`config.mk`:
```
export PLATFORM = sky130hd
export DESIGN_NAME = sorted_priority_queue
export DESIGN_NICKNAME = d
export VERILOG_FILES = /design/src/hdl/spq_pkg.sv /design/src/hdl/sorted_priority_queue.sv /design/src/hdl/spq_cell.sv
export SDC_FILE = /design/constraint.sdc
export NUM_CORES = 2
export LEC_CHECK = 0
export ABC_AREA = 1
export BUFFER_PORTS_ARGS = -buffer_cell sky130_fd_sc_hd__buf_2
export CORE_ASPECT_RATIO = 0.7
export CORE_UTILIZATION = 54
export CTS_CLUSTER_DIAMETER = 150
export DETAILED_ROUTE_END_ITERATION = 7
export PLACE_DENSITY = 0.7
export SYNTH_ARGS = -nofsm -noshare
export SYNTH_HDL_FRONTEND = slang
export SYNTH_SLANG_ARGS = --single-unit
```
`constraint.sdc`:
```
create_clock -name clk -period 6.21 [get_ports clk]
set_input_delay 0 -clock clk [delete_from_list [all_inputs] [get_ports clk]]
set_output_delay 0 -clock clk [all_outputs]
set_load 0.1 [all_outputs]
```
`src/hdl/spq_pkg.sv`:
```
// shared types and constants of the sorted priority queue
// no dependencies; imported by spq_cell, sorted_priority_queue, spq_checker and tb_top
`timescale 1ns / 1ps
`default_nettype none

package spq_pkg;

    localparam int DATA_W  = 32;
    localparam int PRIO_W  = 8;
    localparam int OCC_W   = 5;

    localparam logic MODE_ENQ = 1'b0;
    localparam logic MODE_DEQ = 1'b1;

    localparam logic [1:0] ST_DONE  = 2'd0;
    localparam logic [1:0] ST_EMPTY = 2'd1;
    localparam logic [1:0] ST_FULL  = 2'd2;

    localparam logic [DATA_W-1:0] NO_DATA = {DATA_W{1'b1}};

    // operation broadcast to every cell of the chain
    typedef struct packed {
        logic enq;
        logic deq;
    } spq_ctrl_t;

endpackage

`default_nettype wire

```
`src/hdl/sorted_priority_queue.sv`:
```
// Sorted priority queue built as a chain of CAPACITY cells kept in service
// order. Each transfer on the input is an enqueue (s_tuser = 0) or a dequeue
// (s_tuser = 1) and gives exactly one result transfer. Every cell compares the
// new priority against its own entry in the same cycle, so an insert or a
// shift-out updates all cells at once and its result is in the output register on
// the next cycle. An input transfer is taken while that register is empty or
// in the same cycle its result leaves, so one operation per cycle is sustained
// while m_tready stays high; the input stalls only while a result waits on a
// low m_tready. Smaller priority values leave first, equal ones in arrival order;
// an enqueue into a full queue is refused with status full.
// depends on spq_pkg and spq_cell
`timescale 1ns / 1ps
`default_nettype none

module sorted_priority_queue
    import spq_pkg::*;
#(
    parameter int CAPACITY      = 16,
    parameter int PRIORITY_BITS = 8
) (
    input  wire logic        clk,
    input  wire logic        rst_n,
    input  wire logic        s_tvalid,
    output logic             s_tready,
    input  wire logic [39:0] s_tdata,  // data_in[31:0], priority_in[39:32]
    input  wire logic [0:0]  s_tuser,  // mode[0]
    output logic             m_tvalid,
    input  wire logic        m_tready,
    output logic [39:0]      m_tdata   // data_out[31:0], status[33:32],
                                       // is_empty[34], occupancy[39:35]
);

    localparam int CNT_W = $clog2(CAPACITY + 1);
    localparam int PW    = (PRIORITY_BITS < PRIO_W) ? PRIORITY_BITS : PRIO_W;

    logic [CNT_W-1:0]  count_reg, count_next;
    logic              m_tvalid_reg;
    logic [39:0]       m_tdata_reg, m_tdata_next;

    logic              accept;
    logic              mode;
    logic              full, empty;
    spq_ctrl_t         ctrl;
    logic [PW-1:0]     new_prio;
    logic [DATA_W-1:0] new_data;
    logic [1:0]        status;
    logic [DATA_W-1:0] data_out;
    logic [CNT_W+OCC_W-1:0] count_ext;

    logic              cell_gt   [CAPACITY];
    logic [PW-1:0]     cell_prio [CAPACITY];
    logic [DATA_W-1:0] cell_data [CAPACITY];

    assign s_tready = !m_tvalid_reg || m_tready;
    assign accept   = s_tvalid && s_tready;
    assign mode     = s_tuser[0];
    assign new_data = s_tdata[DATA_W-1:0];
    assign new_prio = s_tdata[DATA_W +: PW];

    assign full  = count_reg == CNT_W'(CAPACITY);
    assign empty = count_reg == '0;

    assign ctrl.enq = accept && (mode == MODE_ENQ) && !full;
    assign ctrl.deq = accept && (mode == MODE_DEQ) && !empty;

    genvar g;
    generate
        for (g = 0; g < CAPACITY; g++)
        begin : g_cell
            logic              l_gt;
            logic [PW-1:0]     l_prio, r_prio;
            logic [DATA_W-1:0] l_data, r_data;

            if (g == 0)
            begin : g_head
                assign l_gt   = 1'b0;
                assign l_prio = new_prio;
                assign l_data = new_data;
            end
            else
            begin : g_body
                assign l_gt   = cell_gt[g-1];
                assign l_prio = cell_prio[g-1];
                assign l_data = cell_data[g-1];
            end

            if (g == CAPACITY - 1)
            begin : g_tail
                assign r_prio = cell_prio[g];
                assign r_data = cell_data[g];
            end
            else
            begin : g_mid
                assign r_prio = cell_prio[g+1];
                assign r_data = cell_data[g+1];
            end

            spq_cell #(
                .IDX   (g),
                .CNT_W (CNT_W),
                .PW    (PW)
            ) u_cell (
                .clk        (clk),
                .ctrl       (ctrl),
                .count      (count_reg),
                .new_prio   (new_prio),
                .new_data   (new_data),
                .left_gt    (l_gt),
                .left_prio  (l_prio),
                .left_data  (l_data),
                .right_prio (r_prio),
                .right_data (r_data),
                .gt         (cell_gt[g]),
                .prio       (cell_prio[g]),
                .data       (cell_data[g])
            );
        end
    endgenerate

    always_comb
    begin
        count_next = count_reg;
        status     = ST_DONE;
        data_out   = NO_DATA;
        if (ctrl.enq)
        begin
            count_next = count_reg + CNT_W'(1);
        end
        else if (ctrl.deq)
        begin
            count_next = count_reg - CNT_W'(1);
            data_out   = cell_data[0];
        end
        else if (mode == MODE_ENQ)
        begin
            status = ST_FULL;
        end
        else
        begin
            status = ST_EMPTY;
        end
    end

    assign count_ext    = {{OCC_W{1'b0}}, count_next};
    assign m_tdata_next = {count_ext[OCC_W-1:0], (count_next == '0), status, data_out};

    always_ff @(posedge clk or negedge rst_n)
    begin
        if (!rst_n)
        begin
            count_reg    <= '0;
            m_tvalid_reg <= 1'b0;
        end
        else
        begin
            if (accept)
            begin
                count_reg    <= count_next;
                m_tvalid_reg <= 1'b1;
            end
            else if (m_tready)
            begin
                m_tvalid_reg <= 1'b0;
            end
        end
    end

    // result payload, loaded on every input transfer
    always_ff @(posedge clk)
    begin
        if (accept)
        begin
            m_tdata_reg <= m_tdata_next;
        end
    end

    assign m_tvalid = m_tvalid_reg;
    assign m_tdata  = m_tdata_reg;

endmodule

`default_nettype wire

```
`src/hdl/spq_cell.sv`:
```
// one slot of the sorted chain: holds an entry, inserts or shifts on an enqueue or dequeue
// depends on spq_pkg
`timescale 1ns / 1ps
`default_nettype none

module spq_cell
    import spq_pkg::*;
#(
    parameter int IDX   = 0,
    parameter int CNT_W = 5,
    parameter int PW    = 8
) (
    input  wire logic              clk,
    input  wire spq_ctrl_t         ctrl,
    input  wire logic [CNT_W-1:0]  count,
    input  wire logic [PW-1:0]     new_prio,
    input  wire logic [DATA_W-1:0] new_data,
    input  wire logic              left_gt,
    input  wire logic [PW-1:0]     left_prio,
    input  wire logic [DATA_W-1:0] left_data,
    input  wire logic [PW-1:0]     right_prio,
    input  wire logic [DATA_W-1:0] right_data,
    output logic                   gt,
    output logic [PW-1:0]          prio,
    output logic [DATA_W-1:0]      data
);

    logic [PW-1:0]     prio_reg, prio_next;
    logic [DATA_W-1:0] data_reg, data_next;
    logic              occupied;

    assign occupied = count > CNT_W'(IDX);
    // strictly greater keeps equal priorities in arrival order
    assign gt = occupied && (prio_reg > new_prio);

    always_comb
    begin
        prio_next = prio_reg;
        data_next = data_reg;
        if (ctrl.enq)
        begin
            if (left_gt)
            begin
                prio_next = left_prio;
                data_next = left_data;
            end
            else if (gt || !occupied)
            begin
                prio_next = new_prio;
                data_next = new_data;
            end
        end
        else if (ctrl.deq)
        begin
            prio_next = right_prio;
            data_next = right_data;
        end
    end

    always_ff @(posedge clk)
    begin
        prio_reg <= prio_next;
        data_reg <= data_next;
    end

    assign prio = prio_reg;
    assign data = data_reg;

endmodule

`default_nettype wire

```
-- After elaboration in Yosys (flattened, before gate mapping)
Cells that the tools add are included.
- register bits: 686
- input port bits: 45
- output and inout bits: 42
- word-level logic and storage cells: 296
- $add $sub $neg: 2
- bitwise logic cells: 2
- order comparisons: 32
- equal/unequal tests: 16
- muxes and demuxes: 127
- reductions and logical operators: 80
- operators by type and width (kind ; count):
    $mux 32 ; 61
    $mux 8 ; 61
    $gt 8x8->1 ; 16
    $ne 3x1->1 const B ; 14
    $gt 5x4->1 const B ; 8
    $reduce_and 2->1 ; 16
    $logic_and 1x1->1 ; 21
    $gt 5x3->1 const B ; 4
    $logic_not 1->1 ; 19
    $logic_or 1x1->1 ; 17
    $gt 5x1->1 const B ; 2
    $gt 5x2->1 const B ; 2
    $logic_not 5->1 ; 2
    $mux 5 ; 2
    $reduce_bool 2->1 ; 3
    $add 5x1->5 const B ; 1
    $eq 5x5->1 const B ; 1
    $sub 5x1->5 const B ; 1
    $reduce_or 2->1 ; 2
    $mux 1 ; 2
    $mux 2 ; 1
    $ne 2x1->1 const B ; 1
    $not 1->1 ; 2

-- Longest topological paths before layout
- depth in word-level cells: 8
- depth in mapped cells: 14
- mapped depth without buffers: 13

-- Modules after synthesis
Synthesis repeated with hierarchy kept, for this count alone.
- cell total of the unflattened synthesis: 4351
- area, all modules: 39542.9 um^2
- modules (own cells, without submodules) (module ; cells each ; seq. area each (um^2) ; area each (um^2) ; instances):
    spq_cell (g_cell[0].u_cell ...) ; 264 ; 1201.2 ; 2346.0 ; 2
    spq_cell (g_cell[11].u_cell ...) ; 260 ; 1201.2 ; 2267.2 ; 2
    spq_cell (g_cell[15].u_cell ...) ; 260 ; 1201.2 ; 2265.9 ; 2
    spq_cell (g_cell[8].u_cell) ; 265 ; 1201.2 ; 2632.5 ; 1
    spq_cell (g_cell[14].u_cell) ; 264 ; 1201.2 ; 2630.0 ; 1
    spq_cell (g_cell[10].u_cell) ; 263 ; 1201.2 ; 2628.8 ; 1
    spq_cell (g_cell[1].u_cell) ; 262 ; 1201.2 ; 2338.5 ; 1
    spq_cell (g_cell[12].u_cell) ; 263 ; 1201.2 ; 2282.2 ; 1
    spq_cell (g_cell[13].u_cell) ; 263 ; 1201.2 ; 2278.4 ; 1
    spq_cell (g_cell[4].u_cell) ; 262 ; 1201.2 ; 2277.2 ; 1
    spq_cell (g_cell[5].u_cell) ; 263 ; 1201.2 ; 2277.2 ; 1
    spq_cell (g_cell[6].u_cell) ; 263 ; 1201.2 ; 2250.9 ; 1
    spq_cell (g_cell[9].u_cell) ; 261 ; 1201.2 ; 2245.9 ; 1
    sorted_priority_queue ; 154 ; 1351.3 ; 1943.1 ; 1

-- Worst setup path before layout
Ideal clock, no wire load.
- path kind: register to register
- from: register m_tvalid_reg, in the netlist m_tvalid
- to: register g_cell[0].u_cell.data_reg[0] (enable)
- required time: 5.717 ns
- arrival time: 5.696 ns
- path buffers: 1
- period minus slack after synthesis: 6.189 ns
- stages on the path, launching flop included: 7
- setup slack: 0.021 ns
- library setup time: 0.493 ns
- cells stage by stage: dfrtp_1 > nand2_1 > nand2_1 > inv_2 > nand3_1 > buf_2 > o21ai_0
- longest elaborated chain between the ends: 7
- elaborated cells between the ends (all ways): 10
- classes of those cells: eq/ne: 1; reduce/logical: 9
- ends and longest elaborated chain (what ; line ; source):
    start: declaration ; sorted_priority_queue.sv:37 ; logic m_tvalid_reg;
    start signal: assignment ; sorted_priority_queue.sv:152 ; m_tvalid_reg <= 1'b0;
    start signal: assignment ; sorted_priority_queue.sv:159 ; m_tvalid_reg <= 1'b1;
    start signal: assignment ; sorted_priority_queue.sv:163 ; m_tvalid_reg <= 1'b0;
    $logic_not 1->1 (*) ; sorted_priority_queue.sv:54 ; assign s_tready = !m_tvalid_reg || m_tready;
    $logic_or 1x1->1 (*) ; sorted_priority_queue.sv:54 ;
    named net s_tready ; sorted_priority_queue.sv:24 ; output logic s_tready,
    $logic_and 1x1->1 (*) ; sorted_priority_queue.sv:55 ; assign accept = s_tvalid && s_tready;
    named net accept ; sorted_priority_queue.sv:40 ; logic accept;
    $logic_and 1x1->1, on equally long branches (2 in series) ; sorted_priority_queue.sv:63, sorted_priority_queue.sv:64 ;
    $ne 2x1->1 (no line) / $reduce_bool 2->1 (equally long branches) ; n/a ;
    $reduce_and 2->1 (no line) (*) ; n/a ;
    end signal: assignment ; spq_cell.sv:63 ; data_reg <= data_next;
    end: declaration ; spq_cell.sv:29 ; logic [DATA_W-1:0] data_reg, data_next;
The timed path passes the listed nets; every way through them passes the cells marked *.
A chain may end at the register's enable or synchronous reset.

-- Final worst setup path
- from: register count_reg[1]
- to: register g_cell[10].u_cell.data_reg[24], data pin
- longest elaborated chain between the ends: 4
- elaborated cells between the ends (all ways): 7
- classes of those cells: order compare: 1; eq/ne: 1; mux: 2; reduce/logical: 3
- ends and longest elaborated chain (what ; line ; source):
    start: declaration ; sorted_priority_queue.sv:36 ; logic [CNT_W-1:0] count_reg, count_next;
    start signal: assignment ; sorted_priority_queue.sv:158 ; count_reg <= count_next;
    $gt 5x4->1 / $eq 5x5->1 (equally long branches) ; spq_cell.sv:32, sorted_priority_queue.sv:60 ;
    $logic_and 1x1->1 / $logic_not 1->1 (equally long branches) ; spq_cell.sv:34, sorted_priority_queue.sv:63 ;
    $mux 32 / $logic_and 1x1->1 (equally long branches) ; spq_cell.sv:42, sorted_priority_queue.sv:63 ;
    $mux 32 (*) ; spq_cell.sv:40 ; if (ctrl.enq)
    named net g_cell[10].u_cell.data_next[24] ; spq_cell.sv:29 ;
    end signal: assignment ; spq_cell.sv:63 ;
    end: declaration ; spq_cell.sv:29 ;
Marked as above.

==> flow_summary.yaml <==
placed_design:
  gp_congestion: 0.895
  dp_hpwl_microns: 82100
  io_buffers: 86
detailed_routing:
  wire_per_inst_microns: 19.1
  top_layer: "met5"
  drc_errors: 0
  wl_met2_microns: 49400
  ant_nets: 0
  drt_pass1_iterations: 6
  wl_microns: 119000
  drtIter0Drc: 4709
  met3WireLength_microns: 12900
  via_count: 37539
  vias_per_cell: 6.01
  met1_length_microns: 54700
logic_synthesis:
  yosys-top-cells-area: "edfxtp_1, nand2_1, nand4_1"
  ys_seq_area_frac: 0.492
  yosys_warnings: 0
  syn_area_per_cell_sq_um: 7.87
  synth_top_area_share: 0.489
  synthCells: 5310
  synth_top_area_cell: "edfxtp_1"
  ys_seq_elements: 686
  synth.cell_area_sq_um: 41800
  synthesis.nets: 5489
  yosysUniqueCellTypes: 31
clock_tree:
  cts.sinks: 686
  numCtsBuffers: 70
  postCtsSetupBuffers: 0
  cts-resized-gates: 0
  hold_buffers: 5
  cts_root_buf: "clkbuf_16"
  htreeDepth: 3
  clk_pin_slew_worst_paths_ns: 0.06
  clock_path_buffers: 3
  cts_tree: "done"
  clock_latency_ns: 0.63
critical_path:
  start_kind: "flip-flop"
  required_ns: 6.70
  critical_path_class: "reg -> reg"
  cp.arrival_ns: 5.02
  worstPathMaxFanout: 248
  crit_path_end_kind: "flip-flop"
pwr:
  switching_power_mw: 7.14
  powerDensity_nw_per_um2: 398
  p_leak_nw: 21.3
  comb_power_share: 0.359
  switching_share: 0.396
  p_clk_frac: 0.247
  p_seq_frac: 0.394
  p_int_mw: 10.9
  ir_drop_v: 0.000222
timing:
  slew_headroom: 0.0546
  finClkSkew_ns: 0.0140
  drv_slew: 0
  period_share: 0.730
  setup_total_negative_slack_ns: 0
  fmax_ghz: 0.221
  period_minus_slack_ns: 4.53
  setup_viol: 0
  rsz0062_at_grt: "false"
  final_hold_viol_count: 0
  tightest_slew_ns: 1.42
grt:
  grt_usage: 0.300
  grt_pass1_wl_microns: 192000
  grt_pass1_vias: 35391
  grt_max_degree: 249
  grt_overflow: 0
  antenna_found_initial: 3
hold_path:
  hold_class: "in -> reg"
job:
  cap_violations: 0
finish:
  drive_gt1_frac: 0.0610
  final_common_cell: "nand2_1"
  syn2layout_area_growth_pct: 8.31
  layout_common_cells: "nand2_1, edfxtp_1, inv_1, nand3_1, nand4_1"
  fin_nets: 5347
  largest_reg_flops: 512
  postLayoutCoreUtil: 0.597
die:
  dieArea_sq_um: 78500
  start_util: 0.551
  row_count: 84
  core_sq_um: 75900
  io_pins: 87
  die_w_microns: 335
  die_h_microns: 235
status:
  status: "completed"
==> through the flow <==
stage          setup WS (ns)  area (sq um)  power, mW  cells  hold WS, ns
6_report                1.68         45300       18.0   6243       0.0232
5_1_grt                 1.51         45300       19.1   6241       0.0429
4_1_cts                 1.90         45300       17.9   6241       0.0159
3_5_place_dp            1.93         42900       13.5   6123       -0.113
3_3_place_gp            1.99         42900       13.3   6123       -0.112
2_1_floorplan         0.0213         41800       11.6   5310       -0.296
==> metal layers <==
metal	vias to the layer above	track usage
met5	-	0
met4	2	0.0701
met3	161	0.0659
met2	1875	0.423
met1	18081	0.465
li1	17420	-
==> synthesized netlist by cell type, drive strengths merged <==
cell and n:
nand2 2000, edfxtp 680, inv 676, nand3 589, nand4 577, clkbuf 260, buf 153, ha 134
o21ai 90, nor2 53, a21oi 45, a21o 14, a31oi 10, clkinv 7, dfrtp 6, and2 5
xor2 3, nor3b 2, o21a 2, a21boi 1, and3 1, nor3 1, o21bai 1
==> cell type report <==
class | instances | area [sq um]
Tap cell | 1032 | 1290
Fill cell | 6877 | 30600
Sequential cell | 686 | 20600
Clock buffer | 84 | 1870
Clock inverter | 29 | 418
Timing Repair Buffer | 199 | 1370
Antenna cell | 2 | 5.00
Multi-Input combinational cell | 3528 | 17200
Inverter | 683 | 2560
==> final timing paths <==
kind	startpoint	to	slack, ns	depth (start not counted)
max in group asynchronous	rst_n	count_reg[3]$_DFFE_PN0N_	5.32	3
hold / removal	s_tdata[7]	g_cell[15].u_cell.data[7]$_DFFE_PP_	0.02	3
min in group asynchronous	rst_n	m_tvalid$_DFFE_PN0P_	0.52	3
setup reg to reg	count_reg[1]$_DFFE_PN0N_	g_cell[10].u_cell.data[24]$_DFFE_PP_	1.68	9
setup / recovery	count_reg[1]$_DFFE_PN0N_	g_cell[10].u_cell.data[24]$_DFFE_PP_	1.68	9
hold reg to reg	g_cell[15].u_cell.data[12]$_DFFE_PP_	g_cell[14].u_cell.data[12]$_DFFE_PP_	0.51	2
==> cell families (layout without fill, tap and decap cells) <==
kind of cell	Yosys count	in the layout	share of synthesized area
flops	686	686	0.492
xor+xnor	3	3	0.000629
compound gates	163	163	0.0213
simple gates	3228	3228	0.343
fa+ha+maj	134	134	0.0401
buf+inv	1096	995	0.103
other cells	0	2	0
==> power groups by stage <==
stage	clock, mW	sequential (mW)	combinational, mW
global placement	0	7.19	6.09
CTS	4.49	7.09	6.34
global route	4.65	7.19	7.24
finish	4.45	7.10	6.48
detailed placement	0	7.16	6.30
floorplan	0	7.12	4.50
==> critical path, stage by stage, from the launching register on <==
cell	delay [ns]
dfrtp_1	0.45
inv_1	0.20
ha_1	0.24
nand3_1	0.16
nand3_4	0.11
buf_4	0.77
buf_12	0.74
buf_4	0.92
nand2_1	0.15
nand2_1	0.13
Note: power is estimated with default switching activity, not from simulation.
